<file path="src/hw/rtl/belr_pkg.sv">
// Shared types, codes and lookup function for the button edge latch remapper.
// No dependencies.
package belr_pkg;

  // Operation codes
  localparam logic [1:0] OP_UPDATE = 2'd0;
  localparam logic [1:0] OP_EDGE   = 2'd1;
  localparam logic [1:0] OP_LEVEL  = 2'd2;

  // Logical button codes
  localparam logic [3:0] KEY_BACK     = 4'd0;
  localparam logic [3:0] KEY_CONFIRM  = 4'd1;
  localparam logic [3:0] KEY_LEFT     = 4'd2;
  localparam logic [3:0] KEY_RIGHT    = 4'd3;
  localparam logic [3:0] KEY_UP       = 4'd4;
  localparam logic [3:0] KEY_DOWN     = 4'd5;
  localparam logic [3:0] KEY_POWER    = 4'd6;
  localparam logic [3:0] KEY_PAGEBACK = 4'd7;
  localparam logic [3:0] KEY_PAGEFWD  = 4'd8;
  localparam logic [3:0] KEY_NAVNEXT  = 4'd9;
  localparam logic [3:0] KEY_NAVPREV  = 4'd10;
  localparam logic [3:0] KEY_SCR_L    = 4'd11;
  localparam logic [3:0] KEY_SCR_D    = 4'd14;

  // Side layout codes
  localparam logic [1:0] LAYOUT_PREV_NEXT = 2'd0;
  localparam logic [1:0] LAYOUT_NEXT_PREV = 2'd1;

  // Screen orientation codes
  localparam logic [1:0] ORIENT_PORTRAIT = 2'd0;
  localparam logic [1:0] ORIENT_LAND_CW  = 2'd1;
  localparam logic [1:0] ORIENT_INVERTED = 2'd2;
  localparam logic [1:0] ORIENT_LAND_CCW = 2'd3;

  // Register indexes on the APB port (byte address = 4 * index)
  localparam int unsigned CFG_ADDR_W = 5;
  localparam logic [2:0] REG_FOLLOW  = 3'd0;
  localparam logic [2:0] REG_LAYOUT  = 3'd1;
  localparam logic [2:0] REG_BACK    = 3'd2;
  localparam logic [2:0] REG_CONFIRM = 3'd3;
  localparam logic [2:0] REG_LEFT    = 3'd4;
  localparam logic [2:0] REG_RIGHT   = 3'd5;
  localparam logic [2:0] REG_MAX_AGE = 3'd6;

  // Live vectors carry this many pins
  localparam int unsigned LIVE_W = 8;

  typedef struct packed {
    logic        follow_orientation;
    logic [1:0]  side_layout;
    logic [4:0]  back_pin;
    logic [4:0]  confirm_pin;
    logic [4:0]  left_pin;
    logic [4:0]  right_pin;
    logic [15:0] latch_max_age;
  } cfg_t;

  typedef struct packed {
    logic [1:0]  op;
    logic [31:0] now_ms;
    logic [7:0]  press_edges;
    logic [7:0]  release_edges;
    logic [7:0]  pin_levels;
    logic [3:0]  button;
    logic        edge_kind;
    logic        consume;
    logic [1:0]  screen_orientation;
  } item_t;

  // Physical pin of one logical button
  typedef struct packed {
    logic       ok;
    logic [4:0] pin;
  } pin_t;

  // Request from the query logic to the latch bank
  typedef struct packed {
    logic        upd;
    logic [31:0] now_ms;
    logic [7:0]  press;
    logic [7:0]  release_v;
    logic [7:0]  levels;
    logic        clr;
    logic        clr_press;
    logic [4:0]  clr_pin;
  } lat_req_t;

  // Screen L/R/U/D (0..3) to logical left/right/up/down per orientation
  function automatic logic [3:0] dir_map(input logic [1:0] orient, input logic [1:0] sdir);
    logic [3:0] row [4];
    case (orient)
      ORIENT_PORTRAIT: row = '{KEY_LEFT, KEY_RIGHT, KEY_UP, KEY_DOWN};
      ORIENT_LAND_CW:  row = '{KEY_DOWN, KEY_UP, KEY_LEFT, KEY_RIGHT};
      ORIENT_INVERTED: row = '{KEY_RIGHT, KEY_LEFT, KEY_DOWN, KEY_UP};
      ORIENT_LAND_CCW: row = '{KEY_UP, KEY_DOWN, KEY_RIGHT, KEY_LEFT};
      default:         row = '{KEY_LEFT, KEY_RIGHT, KEY_UP, KEY_DOWN};
    endcase
    return row[sdir];
  endfunction

endpackage

</file>
<file path="src/hw/rtl/belr_latch.sv">
// Per-pin press/release latch bank with time stamps, ageing and live vectors.
// Depends on belr_pkg.
module belr_latch #(
  parameter int PIN_COUNT = 8
) (
  input  logic                  clk,
  input  logic                  rst,
  input  logic [15:0]           latch_max_age,
  input  belr_pkg::lat_req_t    req,
  output logic [PIN_COUNT-1:0]  press_latch,
  output logic [PIN_COUNT-1:0]  release_latch,
  output logic [7:0]            live_press,
  output logic [7:0]            live_release,
  output logic [7:0]            live_levels
);
  import belr_pkg::*;

  localparam int IDX_W = $clog2(PIN_COUNT);

  logic [IDX_W-1:0] clr_idx;
  assign clr_idx = req.clr_pin[IDX_W-1:0];

  // Per-pin storage and update
  for (genvar i = 0; i < PIN_COUNT; i++) begin : g_pin
    logic        pe_bit;
    logic        re_bit;
    logic [31:0] press_time;
    logic [31:0] release_time;
    logic        press_aged;
    logic        release_aged;

    if (i < LIVE_W) begin : g_live
      assign pe_bit = req.press[i];
      assign re_bit = req.release_v[i];
    end else begin : g_nolive
      assign pe_bit = 1'b0;
      assign re_bit = 1'b0;
    end

    // Wrapping age against the configured limit
    assign press_aged   = (req.now_ms - press_time) > {16'b0, latch_max_age};
    assign release_aged = (req.now_ms - release_time) > {16'b0, latch_max_age};

    // Latch bits: age out first, then take this frame's edges; consume clears
    always_ff @(posedge clk) begin
      if (rst) begin
        press_latch[i]   <= 1'b0;
        release_latch[i] <= 1'b0;
      end else if (req.upd) begin
        press_latch[i]   <= (press_latch[i] & ~press_aged) | pe_bit;
        release_latch[i] <= (release_latch[i] & ~release_aged) | re_bit;
      end else if (req.clr && (clr_idx == IDX_W'(i))) begin
        if (req.clr_press) begin
          press_latch[i] <= 1'b0;
        end else begin
          release_latch[i] <= 1'b0;
        end
      end
    end

    // Time stamps
    always_ff @(posedge clk) begin
      if (req.upd && pe_bit) begin
        press_time <= req.now_ms;
      end
      if (req.upd && re_bit) begin
        release_time <= req.now_ms;
      end
    end
  end

  // Live vectors of the last frame
  always_ff @(posedge clk) begin
    if (rst) begin
      live_press   <= '0;
      live_release <= '0;
      live_levels  <= '0;
    end else if (req.upd) begin
      live_press   <= req.press;
      live_release <= req.release_v;
      live_levels  <= req.levels;
    end
  end

endmodule

</file>
<file path="src/hw/rtl/belr_query.sv">
// Query decode: screen direction mapping, composite split, pin lookup and probe.
// Depends on belr_pkg.
module belr_query #(
  parameter int PIN_COUNT = 8,
  parameter int UP_PIN    = 4,
  parameter int DOWN_PIN  = 5,
  parameter int POWER_PIN = 6
) (
  input  belr_pkg::item_t       item,
  input  logic                  item_go,
  input  belr_pkg::cfg_t        cfg,
  input  logic [PIN_COUNT-1:0]  press_latch,
  input  logic [PIN_COUNT-1:0]  release_latch,
  input  logic [7:0]            live_press,
  input  logic [7:0]            live_release,
  input  logic [7:0]            live_levels,
  output logic                  hit,
  output belr_pkg::lat_req_t    req
);
  import belr_pkg::*;

  localparam int IDX_W = $clog2(PIN_COUNT);

  logic       swapped;
  logic [1:0] eff_orient;
  logic [3:0] btn;
  logic [3:0] btn_a;
  logic [3:0] btn_b;
  logic       two;
  pin_t       pa;
  pin_t       pb;
  logic       level;
  logic       hit_a;
  logic       hit_b;
  logic       is_query;

  // Logical button to physical pin
  function automatic pin_t pin_of(input logic [3:0] b, input cfg_t c);
    pin_t p;
    p.ok  = 1'b1;
    p.pin = '0;
    case (b)
      KEY_BACK:     p.pin = c.back_pin;
      KEY_CONFIRM:  p.pin = c.confirm_pin;
      KEY_LEFT:     p.pin = c.left_pin;
      KEY_RIGHT:    p.pin = c.right_pin;
      KEY_UP:       p.pin = 5'(UP_PIN);
      KEY_DOWN:     p.pin = 5'(DOWN_PIN);
      KEY_POWER:    p.pin = 5'(POWER_PIN);
      KEY_PAGEBACK: begin
        if (c.side_layout == LAYOUT_PREV_NEXT) begin
          p.pin = 5'(UP_PIN);
        end else if (c.side_layout == LAYOUT_NEXT_PREV) begin
          p.pin = 5'(DOWN_PIN);
        end else begin
          p.ok = 1'b0;
        end
      end
      KEY_PAGEFWD: begin
        if (c.side_layout == LAYOUT_PREV_NEXT) begin
          p.pin = 5'(DOWN_PIN);
        end else if (c.side_layout == LAYOUT_NEXT_PREV) begin
          p.pin = 5'(UP_PIN);
        end else begin
          p.ok = 1'b0;
        end
      end
      default: p.ok = 1'b0;
    endcase
    // pins beyond the bank have no storage
    if ({1'b0, p.pin} >= 6'(PIN_COUNT)) begin
      p.ok = 1'b0;
    end
    return p;
  endfunction

  // Answer of one pin for the current query
  function automatic logic probe(input pin_t p, input logic lvl, input logic press,
                                 input logic [PIN_COUNT-1:0] plat,
                                 input logic [PIN_COUNT-1:0] rlat,
                                 input logic [7:0] lp, input logic [7:0] lr,
                                 input logic [7:0] ll);
    logic has_live;
    logic live;
    logic lat;
    has_live = (p.pin[4:3] == 2'b00);
    if (lvl) begin
      live = has_live & ll[p.pin[2:0]];
      lat  = 1'b0;
    end else begin
      live = has_live & (press ? lp[p.pin[2:0]] : lr[p.pin[2:0]]);
      lat  = press ? plat[p.pin[IDX_W-1:0]] : rlat[p.pin[IDX_W-1:0]];
    end
    return p.ok & (live | lat);
  endfunction

  // Screen directions and next/previous axis
  always_comb begin
    eff_orient = cfg.follow_orientation ? item.screen_orientation : ORIENT_PORTRAIT;
    swapped    = cfg.follow_orientation &&
                 ((item.screen_orientation == ORIENT_INVERTED) ||
                  (item.screen_orientation == ORIENT_LAND_CCW));
    btn = item.button;
    if ((item.button >= KEY_SCR_L) && (item.button <= KEY_SCR_D)) begin
      btn = dir_map(eff_orient, item.button[1:0] - KEY_SCR_L[1:0]);
    end
  end

  // Composite buttons split into side constituent then front constituent
  always_comb begin
    two   = 1'b0;
    btn_a = btn;
    btn_b = btn;
    case (btn)
      KEY_NAVNEXT: begin
        two   = 1'b1;
        btn_a = swapped ? KEY_UP : KEY_DOWN;
        btn_b = swapped ? KEY_LEFT : KEY_RIGHT;
      end
      KEY_NAVPREV: begin
        two   = 1'b1;
        btn_a = swapped ? KEY_DOWN : KEY_UP;
        btn_b = swapped ? KEY_RIGHT : KEY_LEFT;
      end
      default: two = 1'b0;
    endcase
  end

  // Probe both constituents; the first that answers wins
  always_comb begin
    pa       = pin_of(btn_a, cfg);
    pb       = pin_of(btn_b, cfg);
    level    = (item.op == OP_LEVEL);
    is_query = (item.op == OP_EDGE) || (item.op == OP_LEVEL);
    hit_a    = probe(pa, level, item.edge_kind, press_latch, release_latch,
                     live_press, live_release, live_levels);
    hit_b    = two & probe(pb, level, item.edge_kind, press_latch, release_latch,
                           live_press, live_release, live_levels);
    hit      = is_query & (hit_a | hit_b);
  end

  // Latch bank request: frame update or consume of the answering latch
  always_comb begin
    req.upd       = item_go && (item.op == OP_UPDATE);
    req.now_ms    = item.now_ms;
    req.press     = item.press_edges;
    req.release_v = item.release_edges;
    req.levels    = item.pin_levels;
    req.clr       = item_go && (item.op == OP_EDGE) && item.consume && (hit_a | hit_b);
    req.clr_press = item.edge_kind;
    req.clr_pin   = hit_a ? pa.pin : pb.pin;
  end

endmodule

</file>
<file path="src/hw/rtl/button_edge_latch_remapper.sv">
// Button edge latch and logical-to-physical remapper, top level.
// Depends on belr_pkg, belr_query and belr_latch.
//
// Takes one transaction per clock on the input channel while the output is not
// stalled and returns exactly one hit per transaction, presented on the result
// channel from the result register. The item sits in an input register, goes
// through a single pass of mapping and probe logic and lands in the result
// register; the latch bank is written on that same edge, so the next item sees
// its effect. Throughput is one item per cycle while the output is not stalled,
// set by that single pass. Frame updates (op 0) age out latches older than
// latch_max_age ms, then latch new edges with now_ms; edge and level queries
// answer for a logical button through the pin roles set on the APB port
// (registers at byte offsets 0x00..0x18). Configure only while idle.
module button_edge_latch_remapper #(
  parameter int PIN_COUNT = 8,
  parameter int UP_PIN    = 4,
  parameter int DOWN_PIN  = 5,
  parameter int POWER_PIN = 6
) (
  input  logic        clk,
  input  logic        rst,
  // input channel
  input  logic        in_valid,
  output logic        in_ready,
  input  logic [1:0]  op,
  input  logic [31:0] now_ms,
  input  logic [7:0]  press_edges,
  input  logic [7:0]  release_edges,
  input  logic [7:0]  pin_levels,
  input  logic [3:0]  button,
  input  logic        edge_kind,
  input  logic        consume,
  input  logic [1:0]  screen_orientation,
  // result channel
  output logic        out_valid,
  input  logic        out_ready,
  output logic        hit,
  // configuration port
  input  logic        psel,
  input  logic        penable,
  input  logic        pwrite,
  input  logic [4:0]  paddr,
  input  logic [31:0] pwdata,
  output logic [31:0] prdata,
  output logic        pready
);
  import belr_pkg::*;

  cfg_t                 cfg;
  logic                 cfg_wr;
  logic [2:0]           reg_idx;
  logic                 s1_valid;
  item_t                s1_item;
  logic                 advance;
  logic                 q_hit;
  lat_req_t             req;
  logic [PIN_COUNT-1:0] press_latch;
  logic [PIN_COUNT-1:0] release_latch;
  logic [7:0]           live_press;
  logic [7:0]           live_release;
  logic [7:0]           live_levels;

  // Configuration registers
  assign pready  = 1'b1;
  assign reg_idx = paddr[CFG_ADDR_W-1:2];
  assign cfg_wr  = psel && penable && pwrite && pready;

  always_ff @(posedge clk) begin
    if (rst) begin
      cfg.follow_orientation <= 1'b0;
      cfg.side_layout        <= LAYOUT_PREV_NEXT;
      cfg.back_pin           <= 5'd0;
      cfg.confirm_pin        <= 5'd1;
      cfg.left_pin           <= 5'd2;
      cfg.right_pin          <= 5'd3;
      cfg.latch_max_age      <= 16'd1000;
    end else if (cfg_wr) begin
      case (reg_idx)
        REG_FOLLOW:  cfg.follow_orientation <= pwdata[0];
        REG_LAYOUT:  cfg.side_layout        <= pwdata[1:0];
        REG_BACK:    cfg.back_pin           <= pwdata[4:0];
        REG_CONFIRM: cfg.confirm_pin        <= pwdata[4:0];
        REG_LEFT:    cfg.left_pin           <= pwdata[4:0];
        REG_RIGHT:   cfg.right_pin          <= pwdata[4:0];
        REG_MAX_AGE: cfg.latch_max_age      <= pwdata[15:0];
        default:     ;
      endcase
    end
  end

  // Register read-back
  always_comb begin
    case (reg_idx)
      REG_FOLLOW:  prdata = {31'b0, cfg.follow_orientation};
      REG_LAYOUT:  prdata = {30'b0, cfg.side_layout};
      REG_BACK:    prdata = {27'b0, cfg.back_pin};
      REG_CONFIRM: prdata = {27'b0, cfg.confirm_pin};
      REG_LEFT:    prdata = {27'b0, cfg.left_pin};
      REG_RIGHT:   prdata = {27'b0, cfg.right_pin};
      REG_MAX_AGE: prdata = {16'b0, cfg.latch_max_age};
      default:     prdata = '0;
    endcase
  end

  // Handshake: the input register moves on whenever the result register frees
  assign advance  = s1_valid && (!out_valid || out_ready);
  assign in_ready = !s1_valid || !out_valid || out_ready;

  // Input register
  always_ff @(posedge clk) begin
    if (rst) begin
      s1_valid <= 1'b0;
    end else if (in_valid && in_ready) begin
      s1_valid <= 1'b1;
    end else if (advance) begin
      s1_valid <= 1'b0;
    end
  end

  always_ff @(posedge clk) begin
    if (in_valid && in_ready) begin
      s1_item.op                 <= op;
      s1_item.now_ms             <= now_ms;
      s1_item.press_edges        <= press_edges;
      s1_item.release_edges      <= release_edges;
      s1_item.pin_levels         <= pin_levels;
      s1_item.button             <= button;
      s1_item.edge_kind          <= edge_kind;
      s1_item.consume            <= consume;
      s1_item.screen_orientation <= screen_orientation;
    end
  end

  // Query decode and probe
  belr_query #(
    .PIN_COUNT (PIN_COUNT),
    .UP_PIN    (UP_PIN),
    .DOWN_PIN  (DOWN_PIN),
    .POWER_PIN (POWER_PIN)
  ) u_query (
    .item          (s1_item),
    .item_go       (advance),
    .cfg           (cfg),
    .press_latch   (press_latch),
    .release_latch (release_latch),
    .live_press    (live_press),
    .live_release  (live_release),
    .live_levels   (live_levels),
    .hit           (q_hit),
    .req           (req)
  );

  // Latch bank
  belr_latch #(
    .PIN_COUNT (PIN_COUNT)
  ) u_latch (
    .clk           (clk),
    .rst           (rst),
    .latch_max_age (cfg.latch_max_age),
    .req           (req),
    .press_latch   (press_latch),
    .release_latch (release_latch),
    .live_press    (live_press),
    .live_release  (live_release),
    .live_levels   (live_levels)
  );

  // Result register
  always_ff @(posedge clk) begin
    if (rst) begin
      out_valid <= 1'b0;
    end else if (advance) begin
      out_valid <= 1'b1;
    end else if (out_ready) begin
      out_valid <= 1'b0;
    end
  end

  always_ff @(posedge clk) begin
    if (advance) begin
      hit <= q_hit;
    end
  end

endmodule

</file>
<file path="config.mk">
export PLATFORM = sky130hd
export DESIGN_NAME = button_edge_latch_remapper
export DESIGN_NICKNAME = d
export VERILOG_FILES = /design/src/hw/rtl/belr_pkg.sv /design/src/hw/rtl/belr_latch.sv /design/src/hw/rtl/belr_query.sv /design/src/hw/rtl/button_edge_latch_remapper.sv
export SDC_FILE = /design/constraint.sdc
export NUM_CORES = 2
export LEC_CHECK = 0
export BUFFER_PORTS_ARGS = -buffer_cell sky130_fd_sc_hd__buf_2
export CORE_ASPECT_RATIO = 1.75
export CORE_MARGIN = 1
export CORE_UTILIZATION = 50
export DETAILED_ROUTE_END_ITERATION = 16
export PLACE_DENSITY = 0.7
export SLEW_MARGIN = 40
export SYNTH_ARGS = -nofsm -noshare
export SYNTH_HDL_FRONTEND = slang
export SYNTH_SLANG_ARGS = --single-unit
</file>
<file path="constraint.sdc">
create_clock -name clk -period 17.26 [get_ports clk]
set_input_delay 4.315 -clock clk [delete_from_list [all_inputs] [get_ports clk]]
set_output_delay 4.315 -clock clk [all_outputs]
set_load 0.01 [all_outputs]
</file>
After elaboration in Yosys (flattened, before gate mapping)
Cells that the tools add are included.
{"block": "word_totals", "reg_bits": 660, "elab_cells": 377, "inputBits": 110, "out_inout_bits": 36}
{"block": "classes", "bitwise_logic": 60, "reduce_logical": 89, "mux": 94, "n_eq_ne": 40, "addsub": 17, "n_lt_le_gt_ge": 23}
{"op": "$gt A32 B16 Y1", "n": 16}
{"op": "$sub A32 B32 Y32", "n": 16}
{"op": "$pmux W16 S7", "n": 1}
{"op": "$pmux W5 S9", "n": 2}
{"op": "$mux W1", "n": 65}
{"op": "$pmux W16 S4", "n": 1}
{"op": "$reduce_and A2 Y1", "n": 23}
{"op": "$logic_and A1 B1 Y1", "n": 34}
{"op": "$eq A4 B3 Y1 const B", "n": 8}
{"op": "$bmux W1 S3", "n": 10}
{"op": "$and A1 B1 Y1", "n": 24}
{"op": "$reduce_bool A2 Y1", "n": 11}
{"op": "$eq A3 B3 Y1 const B", "n": 7}
{"op": "$or A1 B1 Y1", "n": 19}
{"op": "$eq A4 B2 Y1 const B", "n": 4}
{"op": "$eq A4 B4 Y1 const B", "n": 4}
{"op": "$mux W16", "n": 1}
{"op": "$not A1 Y1", "n": 16}
{"op": "$pmux W4 S2", "n": 2}
{"op": "$reduce_or A7 Y1", "n": 2}
{"op": "$eq A3 B2 Y1 const B", "n": 4}
{"op": "$mux W4", "n": 3}
{"op": "$eq A2 B2 Y1 const B", "n": 5}
{"op": "$ge A5 B4 Y1 const B", "n": 2}
{"op": "21 further kinds", "n": 43}

Depth between registers and ports, before layout
{"block": "logic_depth", "ltp_word": 25, "mapped_depth": 26, "ltp_nobuf": 26}

Modules after synthesis
From an unflattened synthesis, not the netlist that was laid out.
{"block": "unflattened", "cells_unflattened": 6377, "hier_area_um2": 57642.8}
{"mod": "belr_latch", "area_per_inst_um2": 51504.4, "n_inst": 1, "cells_each": 5807}
{"mod": "button_edge_latch_remapper", "area_per_inst_um2": 4177.8, "n_inst": 1, "cells_each": 304}
{"mod": "belr_query", "area_per_inst_um2": 1960.6, "n_inst": 1, "cells_each": 266}

Least setup slack after synthesis
No wires, ideal clock.
{"block": "synth_path", "path_type": "input-to-output", "start": "input port paddr[2]", "end": "output port prdata[2]", "arrival_ps": 5452, "path_stages": 3, "path_buffers": 1, "slack_ps": 7493, "path_cell_list": "clkbuf_1 -> nor3b_1 -> a221o_1"}
{"block": "synth_between", "elab_chain_cells": 2, "word_cells_on_any_way": 8, "cone_classes": "eq/ne (6); mux (1); reduce/logical (1)"}
{"element": "start: declaration", "line": "button_edge_latch_remapper.sv:42", "text": "input logic [4:0] paddr,"}
{"element": "$eq A3 B3 Y1, or another cell as far along", "line": "button_edge_latch_remapper.sv:93", "text": "case (reg_idx)"}
{"element": "$pmux W16 S7 (*)", "line": "button_edge_latch_remapper.sv:93"}
{"element": "end: declaration", "line": "button_edge_latch_remapper.sv:44", "text": "output logic [31:0] prdata,"}
Mark *: on every way between the ends. The rest lies on a longest branch, timed or not.

Worst setup path in the final report
{"block": "layout_path", "start": "input port paddr[4]", "end": "output port prdata[4]"}
The elaborated chain is that of the path after synthesis.

==> impl_results.md <==
* Outcome: finished clean
* Required @ worst endpoint at 12.94 ns
* Total power at 4.380 mW
* Worst Skew at between 0.02 and 0.03 ns
* Detailed Place HPWL at 114,600 um
* Worst r2r path cells at 24
* Die Span X at 251.6 um
* Initial Utilization at 50.64%
* Design area at 59,600 um^2
* Setup Buffers After CTS at 0
* Dpl ws at ~7.2 ns
* Synth warn at 0
* Fmax at a little under 100 MHz
* Worst setup path class: in -> out
* Worst-Skew Late Latency at 0.68 ns
* R2R Setup Slk at 10.63 ns
* Min Hold Slack at 0.4565 ns
* # hold bufs at CTS at 0
* Post-synth top area cell: edfxtp_1
* Share of the synthesized area in the top cell type at 31.90%
* Hold path cells at 2
* RSZ-0062 raised after global routing: no
* Hold Path Class: reg -> reg
* Total I/O pin count at between 100 and 150
* I/O Buffers at 110
* Most frequent cell after synthesis: ha_1
* Number of buffers added by the clock tree synthesis step at just over 70
* Vias/cell at between 6 and 7
* Max-cap viol count at 0
* Via count at approximately 46,000
* First-pass GRT wire length at 246,500 um
* Sw Share at 29.63%
* Pleak at about 26 nW
* Synthesis-to-layout area growth at 9.367%
* Initial antenna violation count at 0
* CP arrival at 5.74 ns
* Max-slew violation count at 0
* Fill cell count at 9,722
* Part of the Yosys area used for sequential elements at between 30% and 40%
* Worst-path fanout max at 24
* CTS Root Cell: clkbuf_16
* Layout net count at 6,997
* Main synth FF type: edfxtp_1
* CTS tree: done
* Placed Cells at around 7,500
* Synth Instances at approximately 5,900
* Synth Register Bits at 660
* Part of the power in registers at between 40% and 50%
* Post-DR wirelength/cell at about 21 um
* Setup ws final at 7.201 ns
* Placement Rows at 159
* Cell Count, Final, Fillers Out at ~7,600
* Clock-pin slew on the worst setup and hold paths at 0.07 ns
* Peak supply drop at 0.08823 mV
* P per Cell Area at 73.48 nW/um^2
* Setup crit end kind: output port
* Final Hold Vio Count at 0
* Synth top area cells: edfxtp_1 (32%), ha_1 (17%), inv_1 (5.0%)
* Netlist cell types at 100
* Avg Cell Area, Syn at 9.210 um^2
* Worst Hold Launch: u_latch.live_release[3]
* Initial DRC count at between 3,000 and 4,000
* ANT nets after route at 0
* Pint at 3.082 mW
* TNS Setup at 0 ns
* Reg-to-reg startpoint: s1_item[32]
* H-Tree Depth at 3
* Placer Congestion at 0.9522
* PostCTS Resize Cnt at 0
* Final core occ at a little under three fifths
* Placed cell area at 57,170 um^2
* EDFF count, synth at roughly 580
* Final wirelength at roughly 160,000 um
* Clock power frac at between 30% and 40%
* Post-synth top cells: ha_1 (757), inv_1 (725), edfxtp_1 (579)
* Share of layout cells above drive strength 1 at under 10%
* Number of remaining DRC errors at 0
* Core area at 107,600 um^2
* Worst-margin pin slew at 0.9375 ns
* NetSw at 1.298 mW
* Die ar. at 110,400 um^2
* Combinational Power Share at a little over a fifth
* Largest net degree at the start of global routing at between 40 and 50
* Syn Std Cell Area at around 54,000 um^2
* Tcrit/Tclk final at 58.28%
* Hold endpoint: u_latch.live_release[3]
* GRT Util Overall at between 20% and 30%
* Die span in y at around 440 um
* Vias in the first global route at between 40,000 and 50,000
* Worst relative slew slack at around 37%
* Async set or reset register ratio after synthesis at 0%
* Bufs on Longest Clock Path at 3
* # clock sinks at 660
* Min Tclk post-route at 10.06 ns
* Router iterations before antenna repair at 6
* RR Endpoint: u_latch.release_latch[7]
* Grt total ovfl at 0
* Crit start category: primary input
* Setup violators final at 0
==> per-layer routing <==
metal  routed length [um]  track usage (%)  vias up
met2                77020            50.09     1532
met4                 9869            16.35        0
met5                    0                0        -
met1                63650            33.71    22191
met3                 9635            3.892      461
li1                     -                -    22193
==> registers in the layout (all words and copies together), names as in the netlist <==
signal	cells
cfg	39
hit	1
out_valid	1
s1_item	66
s1_valid	1
u_latch.g_pin.press_time	256
u_latch.g_pin.release_time	256
u_latch.live_levels	8
u_latch.live_press	8
u_latch.live_release	8
u_latch.press_latch	8
u_latch.release_latch	8
==> how the worst max path moves through the flow <==
stage	start	end	slack, ns	cells after the start
6_report	paddr[4]	prdata[4]	7.20	4
3_3_place_gp	paddr[4]	prdata[4]	6.94	4
3_5_place_dp	paddr[4]	prdata[4]	7.24	4
5_1_grt	paddr[4]	prdata[4]	7.11	4
2_1_floorplan	paddr[2]	prdata[2]	7.49	3
4_1_cts	paddr[4]	prdata[4]	7.23	4
==> area by class of cell <==
type / instances / area, um^2 / area share, %
inverter: 726 / 2725 / 4.572
tap: 1449 / 1813 / 3.042
multi-input combinational: 4458 / 32420 / 54.39
clock inverter: 39 / 480.5 / 0.8061
clock buffer: 90 / 1942 / 3.258
sequential: 660 / 19010 / 31.89
timing repair buffer: 197 / 1216 / 2.040
antenna: 1 / 2.502 / 0.004198
==> power groups by stage <==
stage          logic (mW)  registers (mW)  clock network (mW)
5_1_grt              1.06            1.79                1.72
2_1_floorplan       0.671            1.83                   0
4_1_cts             0.944            1.79                1.67
3_5_place_dp        0.936            1.82                   0
6_report            0.955            1.79                1.64
3_3_place_gp        0.917            1.82                   0
==> critical path, cell delays in order <==
cell	delay (ns)
buf_2	0.44
nor3b_2	0.56
a221o_1	0.29
buf_2	0.14
==> kinds of logic (layout without fill, tap and decap cells) <==
logic type	after synthesis	after routing	synth area share, %
multiplexers	103	103	1.977
AO/OA/AOI/OAI	1708	1708	20.48
flip-flops	660	660	34.88
AND/OR/NAND/NOR	1572	1572	14.31
XOR/XNOR	285	285	4.580
adder cells (fa/ha/maj)	773	773	17.97
other	2	18	0.01378
buffers and inverters	814	1052	5.802
==> cell usage in the layout (no fill, tap or decap), drive strengths merged, types with 102 or more instances in the layout <==
| master | count |
|---|---|
| ha | 757 |
| inv | 732 |
| edfxtp | 579 |
| a21oi | 477 |
| nand2 | 389 |
| nor2 | 389 |
| o21ai | 331 |
| xnor2 | 197 |
| buf | 197 |
| a21o | 189 |
| nand3 | 114 |
| nor3 | 112 |
| nor2b | 108 |
| o21a | 102 |
No activity file was read; power rests on OpenSTA's default activity.
